===== src/rtl/assert_macros.svh =====
// ----------------------------------------------------------------------------
// assert_macros.svh
// Concurrent assertion helpers, clocked on the rising edge and held off
// during reset. Define ASSERT_OFF to compile them out.
// ----------------------------------------------------------------------------
`ifndef ASSERT_MACROS_SVH
`define ASSERT_MACROS_SVH

`ifndef ASSERT_OFF

// expr holds at every edge
`define ASSERT_ALWAYS(lbl, clk, rst_n, expr, msg) \
	lbl: assert property (@(posedge clk) disable iff (!rst_n) (expr)) \
		else $error(msg);

// cons holds in the same cycle as ante
`define ASSERT_IMPLIES(lbl, clk, rst_n, ante, cons, msg) \
	lbl: assert property (@(posedge clk) disable iff (!rst_n) (ante) |-> (cons)) \
		else $error(msg);

// cons holds in the cycle after ante
`define ASSERT_NEXT(lbl, clk, rst_n, ante, cons, msg) \
	lbl: assert property (@(posedge clk) disable iff (!rst_n) (ante) |=> (cons)) \
		else $error(msg);

`else

`define ASSERT_ALWAYS(lbl, clk, rst_n, expr, msg)
`define ASSERT_IMPLIES(lbl, clk, rst_n, ante, cons, msg)
`define ASSERT_NEXT(lbl, clk, rst_n, ante, cons, msg)

`endif

`endif


===== src/rtl/osh_pkg.sv =====
// ----------------------------------------------------------------------------
// osh_pkg
// Shared types, register map and split multiplier helpers for the offset
// polynomial string hash.
// ----------------------------------------------------------------------------
package osh_pkg;

	localparam int HASH_WIDTH_DEF = 64;
	localparam int CFG_ADDR_W     = 5;
	localparam int CFG_DATA_W     = 64;

	typedef enum logic [1:0] {
		REG_BASE         = 2'd0,
		REG_START_INDEX  = 2'd1,
		REG_SIGNED_CHARS = 2'd2
	} reg_idx_t;

	// partial products of a 64x64 multiply, low 64 bits only
	typedef struct packed {
		logic [63:0] ll;
		logic [31:0] lh;
		logic [31:0] hl;
	} mul_pp_t;

	// power unit status seen by the datapath
	typedef struct packed {
		logic busy;
		logic load;
	} pwr_ctl_t;

	function automatic mul_pp_t mul_part(input logic [63:0] a, input logic [63:0] b);
		mul_pp_t p;
		p.ll = 64'(a[31:0]) * 64'(b[31:0]);
		p.lh = a[31:0] * b[63:32];
		p.hl = a[63:32] * b[31:0];
		return p;
	endfunction

	function automatic logic [63:0] mul_join(input mul_pp_t p);
		logic [31:0] cross_sum;
		cross_sum = p.lh + p.hl;
		return p.ll + {cross_sum, 32'h0};
	endfunction

endpackage


===== src/rtl/osh_if.sv =====


interface osh_hash_if;
	logic        valid;
	logic        ready;
	logic [63:0] hash_value;

	modport source (output valid, output hash_value, input ready);
	modport sink   (input valid, input hash_value, output ready);
endinterface


===== src/rtl/osh_out_fifo.sv =====
// ----------------------------------------------------------------------------
// osh_out_fifo
// Two-entry result buffer, so a new string can finish while an earlier
// hash still waits on the output.
// ----------------------------------------------------------------------------
module osh_out_fifo import osh_pkg::*; #(
	parameter int HASH_WIDTH = HASH_WIDTH_DEF
) (
	input  logic                  clk,
	input  logic                  arst_n,
	input  logic                  push,
	input  logic [HASH_WIDTH-1:0] push_data,
	output logic                  space,
	osh_hash_if.source            out_ch
);

	logic [HASH_WIDTH-1:0] e0_q;
	logic [HASH_WIDTH-1:0] e1_q;
	logic                  e0_v_q;
	logic                  e1_v_q;
	logic                  pop;

	assign pop   = out_ch.valid && out_ch.ready;
	assign space = !e1_v_q;

	always_ff @(posedge clk or negedge arst_n) begin
		if (!arst_n) begin
			e0_v_q <= 1'b0;
			e1_v_q <= 1'b0;
			e0_q   <= '0;
			e1_q   <= '0;
		end else if (pop) begin
			if (e1_v_q) begin
				e0_q   <= e1_q;
				e1_v_q <= 1'b0;
			end else begin
				e0_q   <= push_data;
				e0_v_q <= push;
			end
		end else if (push) begin
			if (e0_v_q) begin
				e1_q   <= push_data;
				e1_v_q <= 1'b1;
			end else begin
				e0_q   <= push_data;
				e0_v_q <= 1'b1;
			end
		end
	end

	assign out_ch.valid      = e0_v_q;
	assign out_ch.hash_value = 64'(e0_q);

endmodule

===== src/flat_wrapper.sv =====
// flat-port wrapper written by rule: the top's interface ports become plain ports
module osh_out_fifo_flat import osh_pkg::*;
#(
	parameter int HASH_WIDTH = HASH_WIDTH_DEF
)
  (clk, arst_n, push, push_data, space, out_ch_valid, out_ch_hash_value, out_ch_ready);
  osh_hash_if out_ch_i ();
  input  logic clk;
  input  logic arst_n;
  input  logic push;
  input  logic [HASH_WIDTH-1:0] push_data;
  output logic space;
  output wire logic [$bits(out_ch_i.valid)-1:0] out_ch_valid;
  output wire logic [$bits(out_ch_i.hash_value)-1:0] out_ch_hash_value;
  input wire logic [$bits(out_ch_i.ready)-1:0] out_ch_ready;
  assign out_ch_valid = out_ch_i.valid;
  assign out_ch_hash_value = out_ch_i.hash_value;
  assign out_ch_i.ready = out_ch_ready;
  osh_out_fifo #(.HASH_WIDTH(HASH_WIDTH)) u_core (.clk(clk), .arst_n(arst_n), .push(push), .push_data(push_data), .space(space), .out_ch(out_ch_i));
endmodule

===== config.mk =====
export PLATFORM = sky130hd
export DESIGN_NAME = osh_out_fifo_flat
export DESIGN_NICKNAME = d
export VERILOG_FILES = /design/src/rtl/assert_macros.svh /design/src/rtl/osh_pkg.sv /design/src/rtl/osh_if.sv /design/src/rtl/osh_out_fifo.sv /design/src/flat_wrapper.sv
export SDC_FILE = /design/constraint.sdc
export NUM_CORES = 1
export LEC_CHECK = 0
export BUFFER_PORTS_ARGS = -buffer_cell sky130_fd_sc_hd__buf_4
export CORE_ASPECT_RATIO = 1.75
export CORE_UTILIZATION = 47
export DETAILED_ROUTE_END_ITERATION = 8
export PLACE_DENSITY = 0.71
export SLEW_MARGIN = 20
export SYNTH_ARGS = -nofsm -noshare
export SYNTH_HDL_FRONTEND = slang
export SYNTH_SLANG_ARGS = --single-unit

===== constraint.sdc =====
create_clock -name clk -period 2.41 [get_ports clk]
set_input_delay 0.482 -clock clk [delete_from_list [all_inputs] [get_ports clk]]
set_output_delay 0.482 -clock clk [all_outputs]
set_load 0.005 [all_outputs]

---- Word-level counts from Yosys, hierarchy flattened ----
Index checks and enable logic that the tools add are counted.
word-level totals
  flip-flop bits (word level) ............. 130
  input port bits ......................... 68
  output and inout port bits .............. 66
  logic and storage cells ................. 25
cells by class
  equal/unequal tests ..................... 2
  multiplexer cells ....................... 10
  bitwise logic cells ..................... 1
  reductions and logical operators ........ 8
operator list
  operator                               number
  two-way mux 64 bit                     4
  two-way mux 1 bit                      6
  AND reduction 2 bit                    3
  != test 2 bit (second input constant)  2
  nonzero test 2 bit                     2
  AND reduction 3 bit                    1
  logical AND 1 bit                      1
  zero test 1 bit                        1
  inverter 1 bit                         1

---- Depth between registers and ports, before layout ----
Gate-level depths: netlist of run 1.
  depth in word-level cells ............... 3
  depth in mapped cells ................... 6
  gate-level depth less buffers ........... 3

---- Least setup slack after synthesis of run 1 ----
OpenSTA, ideal clock, no wires.
  path type ............................... input-to-reg
  from .................................... in out_ch_ready
  to ...................................... reg u_core.e1_q[10]
  setup time .............................. 0.125 ns
  data arrival time ....................... 1.328 ns
  data required time ...................... 2.285 ns
  setup slack ............................. 0.957 ns
  cell stages on the path ................. 5
  buffers on the path ..................... 3
  cells stage by stage .................... buf_6 > nand3b_4 > buf_6 > buf_12 > mux2_4
between the ends
  cells in the longest elaborated chain, start to end .. 3
RTL lines
  what                                  line                RTL
  from (decl)                           flat_wrapper.sv:15  input wire logic [$bits(out_ch_i.ready)-1:0] out_ch_ready;
  logical AND 1 bit                     osh_out_fifo.sv:23  assign pop = out_ch.valid && out_ch.ready;
  inverter 1 bit (no source line)       n/a
  AND reduction 3 bit (no source line)  n/a
  to (signal assigned)                  osh_out_fifo.sv:42  e1_q <= push_data;
  to (decl)                             osh_out_fifo.sv:18  logic [HASH_WIDTH-1:0] e1_q;
No other way between the ends.
A chain may end at the register's enable or synchronous reset.

---- Worst setup path in the final report of run 1 ----
  from .................................... reg u_core.e0_v_q (netlist: u_core.out_ch.valid)
  to ...................................... reg u_core.e1_q[29]
between the ends
  cells in the longest elaborated chain, start to end .. 3
RTL lines
  what                                      line                RTL
  from (decl)                               osh_out_fifo.sv:19  logic e0_v_q;
  from (signal assigned)                    osh_out_fifo.sv:38  e0_v_q <= push;
  logical AND 1 bit                         osh_out_fifo.sv:23
  inverter 1 bit (no source line)           n/a
  AND reduction 3 bit (no source line) (*)  n/a
Mark *: on every way between the ends. The rest lies on a longest branch, timed or not.

==> flow_summary.toml, run 1 <==
[grt]
gr-usage-all-layers_pct = 22.0
grt_pass1_wl_mm = 21.3
antenna_found_initial = 0
grt_remaining_overflow = 0
grt_pass1_vias = 4191
grt_max_degree = 65

[sta]
postLayoutSetupSlackWorst_ns = 0.593
skew_ns = 0.0108
max_freq_mhz = 550
worstMarginPinSlew_ns = 0.757
rsz0062_at_grt = "no"
setup-tns-final_ns = 0
hold_violations = 0
period_minus_slack_ns = 1.82
slew_headroom_pct = 49.6
setup_viol = 0
fin_crit_sh_pct = 75.4
slew_viol_final = 0

[synth]
syn-num-nets = 505
synth_top_area_cell = "dfrtp_1"
ys_seq_area_share_pct = 57.4
synth_mux_area_share_pct = 17.3
avgSynthCellArea_um2 = 13.0
synthesis.area_um2 = 5660
synth_compound_area_share_pct = 9.08
ys_warn_count = 0
synthCells = 437
synth_top_area_share_pct = 57.4
synth_top_family_by_area = "multiplexers"
synth_area_leaders = "dfrtp_1 (57%), mux2_4 (16%), a22oi_1 (7.7%), nand3_1 (5.2%), nand2_1 (4.3%)"
synth.distinct_cells = 18
synth-simple-area-share_pct = 10.4
ys_seq_elements = 130
synth_xor_area_share_pct = 0
synth_fa_ha_area_share_pct = 0

[layout]
drive_above_1_share_pct = 42.7
nFillCells = 903
layout_commonest_cell = "buf_4"
instances_no_fill = 714
antenna_cells = 0
postLayoutCoreUtil_pct = 62.8
num-nets-final = 634
final_cell_mix = "buf_4 (139), dfrtp_1 (130), nand2_1 (65)"
area_growth_pct = 29.2

[placement]
pre_cts_slack_ns = 0.528
gp_congestion = 0.771
portBuffers = 133
place_inst = 682
dpl.hpwl_mm = 8.07

[clocking]
path_clk_slew_ns = 0.06
clkSinkCount = 130
ctsResizeCount = 0
clockBufferDepth = 2
htreeDepth = 4
numCtsBuffers = 17
holdBufCountCts = 0
cts_tree = "yes"
cts.root.buffer_cell = "clkbuf_16"
clk_latency_ns = 0.41
post-cts-setup-buffer-count = 0

[pwr]
leakage_nw = 3.71
p_switching_mw = 1.79
switching_share_pct = 25.4
ir_worst_vdd_mv = 0.486
clkPwrFrac_pct = 38.9
p_int_mw = 5.24
power.density_cell_area_nw_per_um2 = 960
p_seq_share_pct = 41.5
power_frac_comb_pct = 19.7

[floorplan]
fp.dieW_um = 85.0
die_h_um = 147
row_count = 52
io_pins = 134
coreArea_um2 = 11600
dieArea_um2 = 12500
start_util_pct = 48.6

[worst_setup_path]
endpoint_kind = "flip-flop"
path_max_fanout = 22
crit_type = "reg -> reg"
arrival_ns = 2.10
rr_startpoint = "u_core.out_ch.valid"
crit_path_start = "u_core.out_ch.valid"
required_ns = 2.69
cp-start-kind = "flip-flop"

[route]
drc = 10
ant_nets = 0
first_iter_violations = 289
wl_per_cell_um = 18.4
wl_mm = 13.1
dr.pass1.iters = 9
vias = 3910
viasPerCell = 5.48

[run]
max_cap_violations = 0

[run_status]
outcome = "complete, but fails checks"
violations = "DRC"

[min_path]
holdCritPathClass = "in -> async"
[final timing paths]
kind / endpoint / slack (ns) / cells past startpoint
max: u_core.e1_q[29] / 0.59 / 3
min: u_core.out_ch.hash_value[6] / 0.01 / 1
max reg2reg: u_core.e1_q[29] / 0.59 / 3
min reg2reg: u_core.out_ch.hash_value[34] / 0.49 / 2
max in group asynchronous: u_core.out_ch.hash_value[32] / 1.78 / 2
min in group clk: u_core.out_ch.hash_value[1] / 0.30 / 3
[cell families after synthesis]
logic type	Yosys count
AO/OA/AOI/OAI	73
AND/OR/NAND/NOR	132
flip-flops	130
buffers and inverters	36
multiplexers	66
[registers in the layout (all words and copies together) (netlist names)]
register	flops
u_core.out_ch.valid	1
u_core.out_ch.hash_value	64
u_core.e1_v_q	1
u_core.e1_q	64
[worst max-delay path: stages (launching register included)]
cell,delay (ns)
dfrtp_1,0.58
nand3b_4,0.45
buf_12,0.34
mux2_4,0.31
[final cells by class]
type                            count  area (um^2)  area share, %
Clock buffer                       19          453           6.19
Clock inverter                     13          184           2.51
Tap cell                          135          169           2.31
Sequential cell                   130         3250           44.5
Inverter                            1         3.75         0.0513
Multi-Input combinational cell    271         2090           28.5
Timing Repair Buffer              145         1160           15.9
[power groups by stage]
| stage | Sequential, mW | Clock [mW] | Combinational, mW |
|---|---|---|---|
| CTS | 2.91 | 2.77 | 1.40 |
| global route | 2.96 | 2.87 | 1.51 |
| detailed placement | 2.93 | 0 | 1.40 |
| global placement | 2.93 | 0 | 1.35 |
| finish | 2.91 | 2.73 | 1.38 |
| floorplan | 2.88 | 0 | 0.784 |
[per-stage QoR]
step           cell area [um^2]  power (mW)  hold WS, ns
6_report                   7310        7.02       0.0132
5_1_grt                    7310        7.34       0.0397
4_1_cts                    7310        7.08       0.0186
3_5_place_dp               6680        4.33        0.454
3_3_place_gp               6680        4.27        0.451
2_1_floorplan              5660        3.66        0.186
[metal layers]
| layer | vias up | wire length (um) | track usage [%] |
|---|---|---|---|
| met5 | - | 0 | 0 |
| met4 | 0 | 360 | 10.7 |
| met3 | 21 | 542 | 4.27 |
| met2 | 118 | 6670 | 35.9 |
| met1 | 1960 | 5530 | 28.0 |
| li1 | 1811 | - | - |
[cells in the mapped netlist]
cell type,n
dfrtp_1,130
nand2_1,65
mux2_4,60
nand3_1,59
a22oi_1,58
a21oi_1,14
buf_2,13
buf_6,10
buf_12,6
nor2_1,6
clkbuf_1,5
mux2_2,5
a21o_2,1
and3_1,1
buf_4,1
inv_1,1
mux2i_4,1
nand3b_4,1
Note: power is estimated with default switching activity, not from simulation.
==> run 2, diff against run 1 <==
--- a/config.mk
+++ b/config.mk
@@ -5,11 +5,12 @@
 export SDC_FILE = /design/constraint.sdc
 export NUM_CORES = 1
 export LEC_CHECK = 0
+export ABC_AREA = 1
 export BUFFER_PORTS_ARGS = -buffer_cell sky130_fd_sc_hd__buf_4
 export CORE_ASPECT_RATIO = 1.75
 export CORE_UTILIZATION = 47
 export DETAILED_ROUTE_END_ITERATION = 8
-export PLACE_DENSITY = 0.71
+export PLACE_DENSITY = 0.73
 export SLEW_MARGIN = 20
 export SYNTH_ARGS = -nofsm -noshare
 export SYNTH_HDL_FRONTEND = slang
==> constraint.sdc (replaced) <==
create_clock -name clk -period 1.5 [get_ports clk]
set_input_delay 0.3 -clock clk [delete_from_list [all_inputs] [get_ports clk]]
set_output_delay 0.3 -clock clk [all_outputs]
set_load 0.005 [all_outputs]
==> run 2 against run 1 <==
  * The flow now finishes without violations
  * Sequential share of layout area is 4.3 points lower
  * Clock-buffer cell count is 3 higher
  * Flip-flop and latch count stayed put
  * Setup slack worse by 0.54 ns
  * Area after synthesis is 9.5% higher
  * Critical endpoint is now out_ch_valid
  * Largest cell class unchanged
  * Largest power group unchanged
  * Highest routed layer unchanged
==> flow_summary.toml, run 2 <==
[clocking]
numCtsBuffers = 17
clockBufferDepth = 2
clk_latency_ns = 0.41
clkSinkCount = 130
cts_tree = "yes"
cts.root.buffer_cell = "clkbuf_16"
path_clk_slew_ns = 0.05
htreeDepth = 4

[route]
vias = 5615
wl_per_cell_um = 14.5
dr_wl_met3_um = 694
wl_met2_mm = 8.45
ant_nets = 0
drc = 0
dr.pass1.iters = 5
routed.top_layer = "met4"
m1WireLength_mm = 6.27
wl_mm = 15.7
viasPerCell = 5.19
first_iter_violations = 514

[floorplan]
die_h_um = 154
coreArea_um2 = 12900
dieArea_um2 = 13700
row_count = 55
io_pins = 134
fp.dieW_um = 88.8
start_util_pct = 48.2

[grt]
grt_pass1_wl_mm = 26.4
grt_remaining_overflow = 0
antenna_found_initial = 1
grt_max_degree = 55
gr-usage-all-layers_pct = 25.2
grt_pass1_vias = 5539

[pwr]
ir_worst_vdd_mv = 0.853
power.density_cell_area_nw_per_um2 = 1440
leakage_nw = 4.42

[sta]
setup_viol = 0
slew_headroom_pct = 72.2
worstMarginPinSlew_ns = 0.416
skew_ns = 0.0112
setup-tns-final_ns = 0
fin_crit_sh_pct = 96.6
slew_viol_final = 0
period_minus_slack_ns = 1.45
max_freq_mhz = 690
hold_violations = 0
rsz0062_at_grt = "no"

[synth]
synthCells = 781
synthTopCellsByCount = "nand2_1 (196), inv_1 (131), dfrtp_1 (130)"
synth_area_leaders = "dfrtp_1 (52%), nand2_1 (12%), nand3_1 (10%), inv_1 (7.9%), nand4_1 (6.5%)"
synth_top_area_cell = "dfrtp_1"
ys.flop_type = "dfrtp_1"
synth_top_area_share_pct = 52.5
synth.distinct_cells = 17
ys_warn_count = 0
async_flop_share_pct = 100
syn-num-nets = 849
synth_most_common_cell = "nand2_1"
avgSynthCellArea_um2 = 7.94
synth_enable_flop_cells = 0
synthesis.area_um2 = 6200
ys_seq_area_share_pct = 52.5
ys_seq_elements = 130

[run_status]
outcome = "complete, no violations"

[worst_setup_path]
arrival_ns = 1.15
required_ns = 1.20
crit_type = "reg -> out"
path_max_fanout = 29
endpoint_kind = "primary output"
cp-start-kind = "flip-flop"

[min_path]
holdCritPathClass = "in -> reg"

[layout]
regArea_um2 = 3260
layout_commonest_cell = "nand2_1"
area_growth_pct = 30.7
num-nets-final = 965
multiInputGateArea_um2 = 2160
nFillCells = 1168
postLayoutCoreUtil_pct = 63.0
final_cell_mix = "nand2_1 (195), buf_4 (148), inv_1 (130)"
drive_above_1_share_pct = 21.7

[run]
max_cap_violations = 0

[placement]
dpl.hpwl_mm = 10.3
portBuffers = 133
gp_congestion = 0.749
==> run 2: final cells by class <==
class | count | area share (%)
sequential | 130 | 40.2
multi-input combinational | 458 | 26.6
timing repair buffer | 159 | 16.3
inverter | 131 | 6.10
clock buffer | 22 | 5.97
tap | 171 | 2.64
clock inverter | 9 | 2.18
antenna | 1 | 0.0309
==> run 2: cell families after synthesis <==
group / count (synthesis) / synth area share [%]
simple gates: 393 / 29.4
flops: 130 / 52.5
buf+inv: 193 / 12.9
compound gates: 65 / 5.25
==> run 2: timing repair <==
| item | 4_1_cts | 5_1_grt |
|---|---|---|
| hold buffers | 1 | 0 |
| endpoints found under the hold margin | 21 | 0 |
| endpoints found under the setup margin | 2 | 1 |
| buffers inserted | 2 | 0 |
| gates resized for setup | 4 | 1 |
==> run 2: per-layer routing <==
layer / vias up / global-route usage (%)
met4: 0 / 9.75
met5: - / 0
met1: 2672 / 29.6
met3: 23 / 5.15
li1: 2735 / -
met2: 185 / 44.0
==> run 2: report_power, final <==
part           switching (mW)  leakage (nW)  total, mW  internal (mW)
clock network            1.46         0.322       4.57           3.11
registers               0.425          1.59       4.65           4.22
logic                    1.28          2.51       2.44           1.16
total                    3.17          4.42       11.7           8.50
==> run 2: through the flow <==
step	instance area [um^2]	std cells	hold WS [ns]	power (mW)	worst slack, ns
after global placement	7400	1046	0.238	7.07	0.220
after detailed placement	7400	1046	0.236	7.14	0.197
final	8100	1081	0.151	11.7	0.0503
after global routing	8100	1081	0.145	12.3	0.00958
after floorplan	6200	781	0.00441	5.90	0.253
after CTS	8100	1080	0.141	11.8	0.0366
==> run 2: path summary, 6_finish.rpt <==
path | from | end | slack, ns | depth (start not counted)
setup / recovery | u_core.out_ch.valid | out_ch_valid | 0.05 | 2
hold / removal | push | u_core.out_ch.valid | 0.15 | 2
setup reg to reg | u_core.out_ch.valid | u_core.out_ch.hash_value[43] | 0.10 | 7
hold reg to reg | u_core.e1_q[7] | u_core.e1_q[7] | 0.48 | 2
max in group asynchronous | arst_n | u_core.e1_q[39] | 0.59 | 3
min in group asynchronous | arst_n | u_core.out_ch.hash_value[15] | 0.34 | 2
==> run 2: critical path, cell delays in order, from the launching register on <==
cell and delay [ns]:
dfrtp_2 0.42, buf_12 0.17, buf_4 0.14
